--- src/hdl/battery_relay_sequencer_top_assert.svh ---
// Assertion macros for the battery relay sequencer.
// Each macro uses clk and rst_n from the including module.
`ifndef BATTERY_RELAY_SEQUENCER_TOP_ASSERT_SVH
`define BATTERY_RELAY_SEQUENCER_TOP_ASSERT_SVH

// Same-cycle implication, checked outside reset.
`define BRS_ASSERT_NOW(lbl, ante, cons) \
  lbl: assert property (@(posedge clk) disable iff (!rst_n) (ante) |-> (cons)) \
    else $error("brs assertion failed");

// Next-cycle implication, checked outside reset.
`define BRS_ASSERT_NEXT(lbl, ante, cons) \
  lbl: assert property (@(posedge clk) disable iff (!rst_n) (ante) |=> (cons)) \
    else $error("brs assertion failed");

`endif

--- src/hdl/brs_pkg.sv ---
// Shared types and constants for the battery relay sequencer.
// No dependencies; imported by all modules of the block.
`timescale 1ns / 1ps

package brs_pkg;

  localparam int unsigned DelayW  = 16;
  localparam int unsigned MaskW   = 16;
  localparam int unsigned BitSelW = 4;
  localparam int unsigned CfgIdxW = 2;

  localparam logic [DelayW-1:0]  StepDelayRst = 16'd100;
  localparam logic [BitSelW-1:0] RelayBitRst  = 4'd0;

  localparam logic [CfgIdxW-1:0] CFG_STEP_DELAY = 2'd0;
  localparam logic [CfgIdxW-1:0] CFG_RELAY_BIT  = 2'd1;

  typedef enum logic [1:0] {
    KIND_TICK  = 2'd0,
    KIND_CMD   = 2'd1,
    KIND_SENSE = 2'd2,
    KIND_FAULT = 2'd3
  } kind_t;

  typedef struct packed {
    logic [DelayW-1:0]  step_delay_ms;
    logic [BitSelW-1:0] battery_relay_bit;
  } cfg_t;

  typedef struct packed {
    kind_t             kind;
    logic [MaskW-1:0]  cmd_sel;
    logic              relay_close;
    logic              hv_sensed;
    logic              gnd_sensed;
    logic              charging;
  } item_t;

  typedef struct packed {
    logic hv_drive;
    logic gnd_drive;
    logic open_gnd_first;
    logic report_state;
    logic report_hv;
    logic report_gnd;
    logic confirm_battery;
    logic busy_res;
  } result_t;

endpackage

--- src/hdl/brs_cfg.sv ---
// Configuration registers of the battery relay sequencer.
// Depends on brs_pkg for the register index codes and cfg_t.
`timescale 1ns / 1ps

module brs_cfg (
  input  logic                         clk,
  input  logic                         rst_n,
  input  logic                         cfg_we,
  input  logic [brs_pkg::CfgIdxW-1:0]  cfg_index,
  input  logic [brs_pkg::DelayW-1:0]   cfg_wdata,
  output brs_pkg::cfg_t                cfg
);
  import brs_pkg::*;

  logic [DelayW-1:0]  step_delay_r;
  logic [BitSelW-1:0] relay_bit_r;

  always_ff @(posedge clk) begin
    if (!rst_n) begin
      step_delay_r <= StepDelayRst;
      relay_bit_r  <= RelayBitRst;
    end else if (cfg_we) begin
      unique case (cfg_index)
        CFG_STEP_DELAY: step_delay_r <= cfg_wdata;
        CFG_RELAY_BIT:  relay_bit_r  <= cfg_wdata[BitSelW-1:0];
        default: ;  // unmapped index: drop the write
      endcase
    end
  end

  assign cfg.step_delay_ms     = step_delay_r;
  assign cfg.battery_relay_bit = relay_bit_r;

endmodule

--- src/hdl/brs_core.sv ---
// Relay sequencing state and per-item result logic.
// Depends on brs_pkg and the assertion macros header.
`timescale 1ns / 1ps

module brs_core (
  input  logic              clk,
  input  logic              rst_n,
  input  logic              advance,
  input  brs_pkg::item_t    item,
  input  brs_pkg::cfg_t     cfg,
  output brs_pkg::result_t  res
);
  import brs_pkg::*;

  typedef enum logic [1:0] {
    PH_IDLE         = 2'd0,
    PH_WAIT_HV      = 2'd1,
    PH_WAIT_CONFIRM = 2'd2,
    PH_WAIT_REPORT  = 2'd3
  } phase_t;

  phase_t            phase_r, phase_nxt;
  logic [DelayW-1:0] countdown_r, countdown_nxt;
  logic              hv_drive_r, hv_drive_nxt;
  logic              gnd_drive_r, gnd_drive_nxt;
  logic              hv_seen_r, hv_seen_nxt;
  logic              gnd_seen_r, gnd_seen_nxt;
  logic              selected;
  logic              step_due;
  logic              fault_taken;

  assign selected    = item.cmd_sel[cfg.battery_relay_bit];
  assign step_due    = (countdown_r <= DelayW'(1));
  assign fault_taken = advance && (item.kind == KIND_FAULT);

  always_comb begin
    phase_nxt     = phase_r;
    countdown_nxt = countdown_r;
    hv_drive_nxt  = hv_drive_r;
    gnd_drive_nxt = gnd_drive_r;
    hv_seen_nxt   = hv_seen_r;
    gnd_seen_nxt  = gnd_seen_r;
    res           = '0;

    unique case (item.kind)
      KIND_TICK: begin
        if (phase_r != PH_IDLE) begin
          if (step_due) begin
            unique case (phase_r)
              PH_WAIT_HV: begin
                hv_drive_nxt  = 1'b1;
                phase_nxt     = PH_WAIT_CONFIRM;
                countdown_nxt = cfg.step_delay_ms;
              end
              PH_WAIT_CONFIRM: begin
                res.confirm_battery = 1'b1;
                phase_nxt           = PH_IDLE;
                countdown_nxt       = '0;
              end
              default: begin
                res.report_state = 1'b1;
                res.report_hv    = hv_seen_r;
                res.report_gnd   = gnd_seen_r;
                phase_nxt        = PH_IDLE;
                countdown_nxt    = '0;
              end
            endcase
          end else begin
            countdown_nxt = countdown_r - DelayW'(1);
          end
        end
      end
      KIND_CMD: begin
        // a new command replaces whatever step is pending
        if (selected) begin
          if (item.relay_close) begin
            gnd_drive_nxt = 1'b1;
            phase_nxt     = PH_WAIT_HV;
          end else begin
            hv_drive_nxt       = 1'b0;
            gnd_drive_nxt      = 1'b0;
            res.open_gnd_first = item.charging;
            phase_nxt          = PH_WAIT_REPORT;
          end
          countdown_nxt = cfg.step_delay_ms;
        end
      end
      KIND_SENSE: begin
        hv_seen_nxt  = item.hv_sensed;
        gnd_seen_nxt = item.gnd_sensed;
      end
      default: begin
        // fault: open both relays and report right away
        hv_drive_nxt       = 1'b0;
        gnd_drive_nxt      = 1'b0;
        res.open_gnd_first = item.charging;
        phase_nxt          = PH_IDLE;
        countdown_nxt      = '0;
        res.report_state   = 1'b1;
        res.report_hv      = hv_seen_r;
        res.report_gnd     = gnd_seen_r;
      end
    endcase

    res.hv_drive  = hv_drive_nxt;
    res.gnd_drive = gnd_drive_nxt;
    res.busy_res  = (phase_nxt != PH_IDLE);
  end

  always_ff @(posedge clk) begin
    if (!rst_n) begin
      phase_r     <= PH_IDLE;
      countdown_r <= '0;
      hv_drive_r  <= 1'b0;
      gnd_drive_r <= 1'b0;
      hv_seen_r   <= 1'b0;
      gnd_seen_r  <= 1'b0;
    end else if (advance) begin
      phase_r     <= phase_nxt;
      countdown_r <= countdown_nxt;
      hv_drive_r  <= hv_drive_nxt;
      gnd_drive_r <= gnd_drive_nxt;
      hv_seen_r   <= hv_seen_nxt;
      gnd_seen_r  <= gnd_seen_nxt;
    end
  end

`include "battery_relay_sequencer_top_assert.svh"

  `BRS_ASSERT_NOW(a_idle_no_count, phase_r == PH_IDLE, countdown_r == '0)
  `BRS_ASSERT_NOW(a_hv_needs_gnd, hv_drive_r, gnd_drive_r)
  `BRS_ASSERT_NOW(a_confirm_hv_on, phase_r == PH_WAIT_CONFIRM, hv_drive_r)
  `BRS_ASSERT_NEXT(a_fault_opens, fault_taken, phase_r == PH_IDLE && !hv_drive_r && !gnd_drive_r)

endmodule

--- src/hdl/battery_relay_sequencer_top.sv ---
// Top level of the battery relay sequencer: input register, core, result register.
// Depends on brs_pkg, brs_cfg and brs_core.
//
//   channel | direction | handshake          | payload
//   in_     | input     | in_valid/in_stall   | kind, cmd_sel, close, sensed, charging
//   out_    | output    | out_valid/out_stall | drives, order, report, confirm, busy
//   cfg_    | input     | cfg_we              | cfg_index, cfg_wdata
//
// One transaction per cycle sustained while out_ does not stall; out_valid rises once
// the accepted transaction has moved from the input register into the result register.
// The relay state updates as a transaction moves from the input to the result register.
// Synchronous reset clears the state and both pipeline valids and resets the config.
// Once both registers hold a transaction, a stall on out_ reaches in_stall in the same
// cycle, so no transaction is lost.
`timescale 1ns / 1ps

module battery_relay_sequencer_top (
  input  logic                         clk,
  input  logic                         rst_n,
  input  logic                         in_valid,
  output logic                         in_stall,
  input  logic [1:0]                   in_kind,
  input  logic [brs_pkg::MaskW-1:0]    in_cmd_sel,
  input  logic                         in_relay_close,
  input  logic                         in_hv_sensed,
  input  logic                         in_gnd_sensed,
  input  logic                         in_charging,
  output logic                         out_valid,
  input  logic                         out_stall,
  output logic                         out_hv_drive,
  output logic                         out_gnd_drive,
  output logic                         out_open_gnd_first,
  output logic                         out_report_state,
  output logic                         out_report_hv,
  output logic                         out_report_gnd,
  output logic                         out_confirm_battery,
  output logic                         out_busy_res,
  input  logic                         cfg_we,
  input  logic [brs_pkg::CfgIdxW-1:0]  cfg_index,
  input  logic [brs_pkg::DelayW-1:0]   cfg_wdata
);
  import brs_pkg::*;

  cfg_t    cfg;
  item_t   s1_item_r;
  logic    s1_valid_r, s1_valid_nxt;
  result_t core_res;
  result_t out_res_r;
  logic    out_valid_r, out_valid_nxt;
  logic    out_free;
  logic    s1_move;
  logic    in_take;

  assign out_free = !out_valid_r || !out_stall;
  assign s1_move  = s1_valid_r && out_free;
  assign in_stall = s1_valid_r && !out_free;
  assign in_take  = in_valid && !in_stall;

  always_comb begin
    s1_valid_nxt = s1_valid_r;
    if (in_take) begin
      s1_valid_nxt = 1'b1;
    end else if (s1_move) begin
      s1_valid_nxt = 1'b0;
    end
    out_valid_nxt = out_valid_r;
    if (s1_move) begin
      out_valid_nxt = 1'b1;
    end else if (out_valid_r && !out_stall) begin
      out_valid_nxt = 1'b0;
    end
  end

  always_ff @(posedge clk) begin
    if (!rst_n) begin
      s1_valid_r  <= 1'b0;
      out_valid_r <= 1'b0;
    end else begin
      s1_valid_r  <= s1_valid_nxt;
      out_valid_r <= out_valid_nxt;
    end
  end

  // payload registers: load only on a transfer, hold otherwise
  always_ff @(posedge clk) begin
    if (in_take) begin
      s1_item_r.kind        <= kind_t'(in_kind);
      s1_item_r.cmd_sel     <= in_cmd_sel;
      s1_item_r.relay_close <= in_relay_close;
      s1_item_r.hv_sensed   <= in_hv_sensed;
      s1_item_r.gnd_sensed  <= in_gnd_sensed;
      s1_item_r.charging    <= in_charging;
    end
    if (s1_move) begin
      out_res_r <= core_res;
    end
  end

  brs_cfg u_cfg (
    .clk       (clk),
    .rst_n     (rst_n),
    .cfg_we    (cfg_we),
    .cfg_index (cfg_index),
    .cfg_wdata (cfg_wdata),
    .cfg       (cfg)
  );

  brs_core u_core (
    .clk     (clk),
    .rst_n   (rst_n),
    .advance (s1_move),
    .item    (s1_item_r),
    .cfg     (cfg),
    .res     (core_res)
  );

  assign out_valid           = out_valid_r;
  assign out_hv_drive        = out_res_r.hv_drive;
  assign out_gnd_drive       = out_res_r.gnd_drive;
  assign out_open_gnd_first  = out_res_r.open_gnd_first;
  assign out_report_state    = out_res_r.report_state;
  assign out_report_hv       = out_res_r.report_hv;
  assign out_report_gnd      = out_res_r.report_gnd;
  assign out_confirm_battery = out_res_r.confirm_battery;
  assign out_busy_res        = out_res_r.busy_res;

endmodule

--- config.mk ---
export PLATFORM = sky130hd
export DESIGN_NAME = battery_relay_sequencer_top
export DESIGN_NICKNAME = d
export VERILOG_FILES = /design/src/hdl/brs_pkg.sv /design/src/hdl/brs_cfg.sv /design/src/hdl/brs_core.sv /design/src/hdl/battery_relay_sequencer_top.sv
export VERILOG_INCLUDE_DIRS = /design/src /design/src/hdl
export SDC_FILE = /design/constraint.sdc
export NUM_CORES = 1
export LEC_CHECK = 0
export BUFFER_PORTS_ARGS = -buffer_cell sky130_fd_sc_hd__buf_4
export CORE_ASPECT_RATIO = 1.1
export CORE_UTILIZATION = 45
export DETAILED_ROUTE_END_ITERATION = 12
export HOLD_SLACK_MARGIN = 0.05
export PLACE_DENSITY = 0.64
export SETUP_SLACK_MARGIN = 0.5
export SYNTH_ARGS = -nofsm -noshare
export SYNTH_HDL_FRONTEND = slang
export SYNTH_HIERARCHICAL = 1
export SYNTH_SLANG_ARGS = --single-unit
--- constraint.sdc ---
create_clock -name clk -period 3.5 [get_ports clk]
set_input_delay 0.175 -clock clk [delete_from_list [all_inputs] [get_ports clk]]
set_output_delay 0.175 -clock clk [all_outputs]
set_load 0.01 [all_outputs]
==> run metrics, run 1 <==
register area share after synthesis=0.493; clock root buffer=clkbuf_8; Pint=0.00149 W; clock share of power=0.371; WS Path Type=register to register; Cell Area, Synth=0.00361 mm²; Hold Buf Count CTS=23; vias post-DR=approximately 2800; post-route minimum period=2.25 ns; Pwr Density=446 mW/mm²; Final Hold Vio Count=0; postcts setup bufs=0; WL final=7680 µm; worst relative slew slack=0.306; Chip Width=about 87 µm; TritonCTS buffer count=9; vias in the first global route=2678; DIE AREA=0.00840 mm²; Core Box Area=0.00760 mm²; CTS tree=yes; antenna viol nets, final=0; total power=0.00202 W; share of cells above drive strength 1=0.222; ys async rst share=0; clock-pin slew on the worst setup and hold paths=approximately 0.08 ns; starting density of the core=0.476; EDFF count, synth=30; GPL Wtd Cong=between 0.8 and 0.9; H-Tree Depth=3; Antenna diodes=0; Row Count=33; routed len/inst=roughly 15 µm; YS warnings=6; Filler cells=~670; clock tree sinks=74; FF+latch count, synth=74; largest net degree at the start of global routing=48; unrepaired setup endpoints after global routing=no; peak supply drop=between 0.2 and 0.3 mV; Worst Hold Class=input port to register; DRT Pass-1 Iters=4; Tot GR Track Use=0.195; CP Capture Type=register; sw frac=0.262; CP delay by family, top=simple AND/OR/NAND/NOR gates; outcome=finished, final reports clean; crit-path most repeated cell=or4_4; Syn-to-layout area delta=25.3%; crit-path cells=or4_4 -> or4_4 -> nor4_4 -> nor2_1 -> nor3b_2; DRC viols=0; clk_lat worst skew=0.35 ns; die height=96 µm; Comb power frac=0.154; Fmax=about 440 MHz; critical path's slowest cell=or4_4; initial drt markers=around 140; Slew @ Worst Pin=1.04 ns; setup TNS=0 ns; Buf+Inv Stages, Crit Path=0; gr ovfl total=0; Post-Syn Instances=341; CP required=3.71 ns; Synth Flop Type=dfxtp_1; clock buffer depth=2; initial antenna violation count=0; max incr delay on CP=0.59 ns; Synthesized Nets=between 300 and 400; I/O Pins=55; worst clock skew=roughly 0.007 ns; Vias/cell=approximately 5.4; synth unique cells=64; first-pass GRT wire length=12400 µm; Final Slew Violations=0; Max Cap Viol=0; startpoint type of the worst setup path=register; final setup vio count=0; I/O Buffers=54; hpwl dp=between 5000 and 6000 µm; LEAKAGE=1.74 nW; endpoint arrival time on the critical path=2.46 ns; Syn Area/Cell=10.6 µm²; Hold WS=0.0692 ns; Sw Pwr=0.000529 W; sequential power share=0.475; post-CTS sizing=0; nets@finish=roughly 470; Final Cycle Share=0.642; CP Max Fanout=5
## synthesized netlist by cell type (2+ instances only)
library cell | n | area, µm²
nand2_1 | 49 | 184
dfxtp_1 | 44 | 881
edfxtp_1 | 30 | 901
mux2i_1 | 21 | 210
nor2_1 | 19 | 71.3
inv_1 | 15 | 56.3
a22oi_1 | 11 | 82.6
ha_1 | 9 | 113
buf_2 | 7 | 35.0
nand3_1 | 7 | 35.0
nor3_1 | 7 | 35.0
a211oi_1 | 6 | 45.0
a21oi_1 | 6 | 30.0
clkbuf_1 | 6 | 22.5
o2bb2ai_1 | 6 | 52.6
nor2b_1 | 5 | 31.3
nor4_1 | 5 | 31.3
o21a_1 | 5 | 37.5
o32ai_1 | 5 | 43.8
a21boi_1 | 4 | 30.0
o211ai_1 | 4 | 30.0
o21ai_0 | 4 | 20.0
xor2_1 | 4 | 35.0
a31oi_1 | 3 | 18.8
a32o_1 | 3 | 30.0
buf_4 | 3 | 22.5
mux4_2 | 3 | 67.6
or4bb_1 | 3 | 33.8
xnor2_1 | 3 | 26.3
a221oi_1 | 2 | 17.5
nand3b_1 | 2 | 15.0
nand4_1 | 2 | 12.5
nor3b_2 | 2 | 25.0
nor4_4 | 2 | 42.5
o21bai_1 | 2 | 15.0
o22ai_1 | 2 | 12.5
or2_2 | 2 | 12.5
or4_4 | 2 | 22.5
## sequential cells by signal, indices dropped and copies added (netlist names), 2 cells and up
| signal | cells |
|---|---|
| s1_item_r | 22 |
| u_cfg/step_delay_r | 16 |
| u_core/countdown_r | 16 |
| u_cfg/relay_bit_r | 4 |
| u_core/phase_r | 2 |
## path summary, 6_finish.rpt
check                                               to  depth (start not counted)  slack, ns             startpoint
worst max-delay path                      out_hv_drive                          5       1.25  u_core/countdown_r[4]
worst min-delay path            u_cfg/step_delay_r[10]                          3       0.07          cfg_wdata[10]
worst max register to register            out_hv_drive                          5       1.25  u_core/countdown_r[4]
worst min register to register       u_core/gnd_seen_r                          2       0.47      u_core/gnd_seen_r
## through the flow
stage | cell area (µm²) | setup slack (ns) | std cells | util
2_1_floorplan | 3610 | 0.983 | 341 | -
3_3_place_gp | 4070 | 1.30 | 485 | 0.536
3_5_place_dp | 4070 | 1.26 | 485 | 0.536
4_1_cts | 4530 | 1.25 | 524 | 0.596
5_1_grt | 4530 | 1.05 | 524 | 0.596
6_report | 4530 | 1.25 | 524 | 0.596
## cells by family after synthesis
family                   share of synthesized area
AO/OA/AOI/OAI                                0.163
XOR/XNOR                                    0.0170
adder cells (fa/ha/maj)                     0.0312
buffers and inverters                       0.0460
flip-flops                                   0.493
multiplexers                                0.0768
AND/OR/NAND/NOR                              0.173
## power by group through the flow
stage	logic (W)	registers, W	clock network [W]
2_1_floorplan	0.000203	0.000973	0
3_3_place_gp	0.000287	0.000979	0
3_5_place_dp	0.000289	0.000979	0
4_1_cts	0.000311	0.000959	0.000763
5_1_grt	0.000343	0.000963	0.000800
6_report	0.000311	0.000960	0.000751
## worst min-delay path: cells and delay by family
family / cells / cell delay (ns)
buf+inv: 1 / 0.11
mux: 1 / 0.05
simple gates: 1 / 0.04
## layout by cell type (no fill, tap or decap), types with 9 or more instances in the layout
cell type,n
dlygate4sd3_1,23
edfxtp_1,30
a22oi_1,11
buf_4,58
nor2_1,19
clkbuf_8,9
mux2i_1,21
ha_1,9
dfxtp_1,44
inv_1,15
nand2_1,49
## layer usage
layer / global-route usage / up-vias / part of all wire
met5: 0 / - / 0
met4: 0.0888 / 0 / 0.016
met3: 0.0429 / 9 / 0.046
met2: 0.304 / 81 / 0.47
met1: 0.260 / 1308 / 0.47
li1: - / 1415 / -
## layout make-up
type	instances	area [µm²]	share of cell area
Tap cell	105	131	0.0290
Timing Repair Buffer	81	666	0.147
Multi-Input combinational cell	233	1670	0.368
Inverter	15	56.3	0.0124
Sequential cell	74	1780	0.393
Clock buffer	9	124	0.0273
Clock inverter	7	103	0.0226
(Power assumes the default switching activity.)
==> inputs of run 2 (changes only) <==
Settings changed: ABC_AREA set to 1, PLACE_DENSITY 0.64 to 0.63.
Clock period 3.5 ns to 2.1 ns, I/O delays scaled along.
==> run metrics, run 2 <==
wire length on met2=4920 µm (+37%); Final Slew Violations=0 (unchanged); Hold WS=0.0674 ns (-0.00179 ns); clock share of power=0.318 (-0.053); Slew @ Worst Pin=0.667 ns (-0.369 ns); WL final=9960 µm (+30%); initial antenna violation count=0 (unchanged); Synth top area share=0.229 (-0.0205); Non-Filler Instances=755 (+44%); Syn Area/Cell=7.36 µm² (-31%); most common cell after layout, fill and taps aside=nand2_1; unrepaired setup endpoints after global routing=yes; startpoint type of the worst setup path=register; share of cells above drive strength 1=0.275 (+0.0529); starting density of the core=0.466 (-0.00977); Max Cap Viol=0 (unchanged); gr ovfl total=0 (unchanged); Hold Path End=u_cfg/step_delay_r[7]; EDFF count, synth=30 (unchanged); TritonCTS buffer count=9 (unchanged); DRC viols=0 (unchanged); register area share after synthesis=0.452 (-0.0406); Syn-to-layout area delta=38.3%; ys async rst share=0 (unchanged); FF-to-FF Start=u_cfg/relay_bit_r[0]; Core Box Area=0.00845 mm² (+11%); commonest non-fill, non-tap cells in the layout=nand2_1, buf_4, nor2_1; post-route minimum period=1.79 ns (-0.454 ns); Cell Area, Synth=0.00394 mm² (+9.0%); worst clock skew=0.00881 ns (+0.00189 ns); Chip Width=91.2 µm (+4.3%); leading cell types by count after synthesis=nand2_1, nor2_1, inv_1; clk_lat worst skew=0.35 ns (about the same); Final Cycle Share=0.854 (+0.212); clock buffer depth=2 (unchanged); Filler cells=716 (+6.4%); FF+latch count, synth=74 (unchanged); DRT Pass-1 Iters=5 (+1); Synth Flop Type=dfxtp_1; outcome=finished, final reports clean; vias in the first global route=3381 (+26%); clock root buffer=clkbuf_8; Pwr Density=701 mW/mm² (+57%); die height=100 µm (+4.3%); nets@finish=693 (+48%); top flop regs=s1_item_r: 22 flops, u_cfg/step_delay_r: 16 flops, u_core/countdown_r: 16 flops; routed len/inst=13.2 µm (-10%); sw frac=0.302 (+0.0401); max FFs per register=22 (unchanged); Antenna diodes=0 (unchanged); worst r2r dst=u_core/countdown_r[5]; Vias/cell=4.98 (-7.2%); Row Count=35 (+6.1%); Worst Hold Class=input port to register; Final Hold Vio Count=0 (unchanged); Post-Syn Instances=535 (+57%); ranking of synthesized cells by area=edfxtp_1, dfxtp_1, nand2_1, nor2_1, nand3_1; CP required=2.39 ns (-1.32 ns); I/O Pins=55 (unchanged); initial drt markers=310 (+120%); total power=0.00382 W (+89%); most frequent cell after synthesis=nand2_1; vias post-DR=3760 (+34%); YS warnings=6 (unchanged); CP Max Fanout=7 (+2); Synth area leader=edfxtp_1; R2R depth=13 (+8); final setup vio count=0 (unchanged); Tot GR Track Use=0.211 (+0.0162); CTS tree=yes; hpwl dp=6350 µm (+22%); first-pass GRT wire length=15400 µm (+25%); worst relative slew slack=0.554 (+0.248); clock tree sinks=74 (unchanged); Comb power frac=0.249 (+0.095); clock-pin slew on the worst setup and hold paths=0.08 ns (about the same); antenna viol nets, final=0 (unchanged); fin util=0.645 (+0.0482); DIE AREA=0.00913 mm² (+8.8%); sequential power share=0.433 (-0.042); LEAKAGE=2.57 nW (+48%); CP Capture Type=register; Fmax=557 MHz (+25%); Worst Setup SP=u_cfg/relay_bit_r[0]; synth unique cells=33 (-48%); peak supply drop=0.306 mV (+11%); Sw Pwr=0.00115 W (+120%); endpoint arrival time on the critical path=2.08 ns (-0.38 ns); top sig layer=met4; Worst R2R Setup Slack=0.31 ns (-0.95 ns); worst hold start=cfg_wdata[7]; GPL Wtd Cong=0.895 (+9.6%); Pint=0.00267 W (+79%); I/O Buffers=54 (unchanged); largest net degree at the start of global routing=44 (-8.3%); Synthesized Nets=589 (+49%); met1 WL=4350 µm (+21%); setup TNS=0 ns (unchanged); Hold Crit Depth=5 (+2); met3 WL=525 µm (+48%); register with the most flip-flops=s1_item_r; WS Path Type=register to register; H-Tree Depth=3 (unchanged); dpl cells=689 (+42%)
==> run 2: changes by cell type after synthesis, sizes merged, moves of 6 or more <==
cell and delta:
a211oi -7, a21oi +19, a22oi -11, inv +54, mux2i -21, nand2 +98
nand3 +53, nand4 +6, nor2 +67, nor4 -7, o21ai +14, o2bb2ai -6
==> run 2: cell families after synthesis <==
kind of cell	synth area share
AO/OA/AOI/OAI	0.0740
XOR/XNOR	0.00889
adder cells (fa/ha/maj)	0.0286
buffers and inverters	0.101
flip-flops	0.452
AND/OR/NAND/NOR	0.335
==> run 2: how the worst max path moves through the flow <==
stage / endpoint / slack [ns]
finish: u_core/countdown_r[5] / 0.31
global route: u_core/countdown_r[5] / 0.22
CTS: u_core/countdown_r[13] / 0.43
detailed placement: u_core/countdown_r[13] / 0.23
global placement: u_core/countdown_r[6] / 0.26
floorplan: out_hv_drive / 0.45
==> run 2: per-layer routing <==
metal,GRT usage,vias to the layer above
met4,0.0879,0
met5,0,-
met3,0.0295,15
met2,0.350,129
met1,0.279,1703
li1,-,1913
==> run 2: area by class of cell <==
type | count | area (µm²) | area share
inverter | 70 | 282 | 0.0517
multi-input combinational | 372 | 2040 | 0.374
timing repair buffer | 112 | 975 | 0.179
sequential | 74 | 1800 | 0.330
clock inverter | 7 | 92.6 | 0.0170
clock buffer | 9 | 124 | 0.0227
tap | 111 | 139 | 0.0255
==> run 2: stage by stage <==
stage                     setup WS (ns)  instance area (µm²)
after floorplan                   0.451                 3950
after global placement            0.258                 4440
after detailed placement          0.234                 4440
after CTS                         0.427                 5090
after global routing              0.225                 5450
final                             0.306                 5450
==> run 2: power by group through the flow <==
stage | registers [W] | logic (W) | clock network (W)
2_1_floorplan | 0.00166 | 0.000497 | 0
3_3_place_gp | 0.00167 | 0.000677 | 0
3_5_place_dp | 0.00168 | 0.000686 | 0
4_1_cts | 0.00165 | 0.000796 | 0.00124
5_1_grt | 0.00166 | 0.00105 | 0.00131
6_report | 0.00165 | 0.000952 | 0.00122
==> run 2: critical path, stage by stage, from the launching register on <==
cell       delay, ns
dfxtp_4         0.38
buf_6           0.13
nand2_1         0.06
nand3_1         0.09
nand3_1         0.09
nand3b_1        0.14
nand2_2         0.12
inv_2           0.05
nand2_4         0.08
nand3_4         0.12
clkbuf_16       0.20
nand2_1         0.07
nand2_1         0.07
nor2_1          0.12
==> run 2: timing repair <==
action	in CTS	in global routing
cloned	0	2
hold endpoints to repair	31	0
buffers inserted	5	13
endpoints found under the setup margin	27	26
hold buffers	30	0
resized for setup	31	66
pin swaps	5	17
==> inputs of run 3 (changes only) <==
Settings changed: ABC_AREA 1 to 0, SYNTH_HIERARCHICAL 1 to not set.
==> run metrics, run 3 <==
outcome=finished, final reports clean; Post-Syn Instances=356 (-33%); Antenna diodes=0 (unchanged); Tot GR Track Use=0.248 (+0.0368); Syn-to-layout area delta=45.5%; ys async rst share=0 (unchanged); initial drt markers=185 (-40%); WS Path Type=register to register; I/O Buffers=54 (unchanged); Fmax=505 MHz (-9.4%); leading cell types by count after synthesis=nand2_1, dfxtp_1, nor2_1; worst clock skew=0.00876 ns (-0.0000570 ns); worst relative slew slack=0.643 (+0.0881); register with the most flip-flops=s1_item_r; DRC viols=0 (unchanged); most frequent cell after synthesis=nand2_1; Max Cap Viol=0 (unchanged); DIE AREA=0.00852 mm² (-6.7%); post-route minimum period=1.98 ns (+0.187 ns); YS warnings=0 (-6); CTS tree=yes; Core Box Area=0.00791 mm² (-6.4%); die height=96.7 µm (-3.4%); unrepaired setup endpoints after global routing=yes; FF+latch count, synth=74 (unchanged); nets@finish=540 (-22%); CP Capture Type=register; Final Slew Violations=0 (unchanged); TritonCTS buffer count=9 (unchanged); hpwl dp=5890 µm (-7.3%); commonest non-fill, non-tap cells in the layout=buf_4, nand2_1, dlygate4sd3_1; WL final=9850 µm (-1.1%); clock root buffer=clkbuf_8; most common cell after layout, fill and taps aside=buf_4; EDFF count, synth=30 (unchanged); Worst Hold Class=input port to register; Pwr Density=656 mW/mm² (-6.4%); Synthesized Nets=410 (-30%); Vias/cell=5.48 (+10%); clock tree sinks=74 (unchanged); GPL Wtd Cong=0.830 (-7.3%); CP required=2.37 ns (-0.02 ns); vias post-DR=3283 (-13%); endpoint arrival time on the critical path=2.25 ns (+0.17 ns); clock-pin slew on the worst setup and hold paths=0.08 ns (about the same); startpoint type of the worst setup path=register; pre-CTS WS=-0.0962 ns (-0.331 ns); initial antenna violation count=0 (unchanged); Slew @ Worst Pin=0.535 ns (-0.131 ns); max FFs per register=22 (unchanged); H-Tree Depth=3 (unchanged); first-pass GRT wire length=16200 µm (+4.8%); Setup WS post-layout=0.119 ns (-0.187 ns); Chip Width=88.1 µm (-3.4%); top flop regs=s1_item_r: 22 flops, u_cfg.step_delay_r: 16 flops, u_core.countdown_r: 16 flops; Synth area leader=edfxtp_1; largest net degree at the start of global routing=36 (-18%); fin area=0.00534 mm² (-2.0%); final setup vio count=0 (unchanged); ranking of synthesized cells by area=edfxtp_1, dfxtp_1, nand2_1, nor2_1, a21oi_1; vias in the first global route=3317 (-1.9%); register area share after synthesis=0.486 (+0.0333); routed len/inst=16.4 µm (+25%); gr ovfl total=0 (unchanged); Syn Area/Cell=10.3 µm² (+40%); LEAKAGE=2.03 nW (-21%); peak supply drop=0.414 mV (+36%); clock buffer depth=2 (unchanged); Final Hold Vio Count=0 (unchanged); Synth Flop Type=dfxtp_1; share of cells above drive strength 1=0.377 (+0.102); clk_lat worst skew=0.36 ns (about the same); DRT Pass-1 Iters=4 (-1); placed inst area=0.00440 mm² (-0.82%); CP Max Fanout=16 (+9); Synth top area share=0.246 (+0.0168); I/O Pins=55 (unchanged); antenna viol nets, final=0 (unchanged); Cell Area, Synth=0.00367 mm² (-6.9%); synth unique cells=62 (+88%); Row Count=34 (-2.9%); Final Cycle Share=0.943 (+0.0891); starting density of the core=0.464 (-0.00239)
## run 3: cell families (layout without fill, tap and decap cells)
group / after synthesis / after routing / share of synthesized area
AO/OA/AOI/OAI: 86 / 89 / 0.187
XOR/XNOR: 9 / 9 / 0.0215
adder cells (fa/ha/maj): 9 / 9 / 0.0307
buffers and inverters: 33 / 165 / 0.0447
flip-flops: 74 / 74 / 0.486
multiplexers: 9 / 9 / 0.0385
AND/OR/NAND/NOR: 136 / 136 / 0.192
## run 3: final cells by class
cell class                 instances  area (µm²)
sequential                        74        1810
inverter                          14        56.3
fill                             618        2570
timing repair buffer             135        1160
clock buffer                      11         131
clock inverter                     5        40.0
tap                              108         135
multi-input combinational        252        2010
## run 3: path summary, 6_finish.rpt
check | to | cells past startpoint | slack (ns) | startpoint
min | u_core.phase_r[0] | 3 | 0.10 | rst_n
max | u_core.countdown_r[3] | 10 | 0.12 | u_core.countdown_r[0]
min reg2reg | u_core.hv_seen_r | 2 | 0.46 | u_core.hv_seen_r
max reg2reg | u_core.countdown_r[3] | 10 | 0.12 | u_core.countdown_r[0]
## run 3: routing by layer
layer,part of all wire,vias up,wire length (µm),GRT usage
met5,0,-,0,0
met4,0.026,0,254,0.117
met3,0.059,24,578,0.0486
met2,0.49,101,4790,0.396
met1,0.43,1579,4230,0.320
li1,-,1579,-,-
## run 3: stage by stage
step | hold slack (ns) | utilization | setup TNS [ns] | total power (W) | cells
floorplan | 0.204 | - | 0 | 0.00211 | 356
global placement | 0.283 | 0.556 | -0.0525 | 0.00233 | 523
detailed placement | 0.284 | 0.556 | -0.653 | 0.00233 | 523
CTS | 0.122 | 0.664 | 0 | 0.00346 | 595
global route | 0.138 | 0.675 | 0 | 0.00366 | 599
finish | 0.104 | 0.675 | 0 | 0.00350 | 599
## run 3: critical path, stage by stage, from the launching register on
cell	delay, ns
dfxtp_2	0.37
buf_6	0.12
ha_4	0.14
nor2_4	0.04
buf_6	0.10
nand4b_1	0.19
buf_4	0.17
o31ai_4	0.24
buf_12	0.18
a22oi_1	0.09
a211oi_1	0.25
## run 3: power breakdown
group / internal (W) / total [W] / switching (W)
combinational: 0.000442 / 0.000877 / 0.000435
clock: 0.000435 / 0.00100 / 0.000568
sequential: 0.00156 / 0.00162 / 0.0000576
total: 0.00244 / 0.00350 / 0.00106
## run 3: what timing repair did
item | CTS | global route
setup buffers | 10 | 4
hold buffers | 43 | 0
hold endpoints to repair | 44 | 0
resized for setup | 35 | 16
cloned | 3 | 0
endpoints found under the setup margin | 28 | 28
pin swaps | 21 | 9
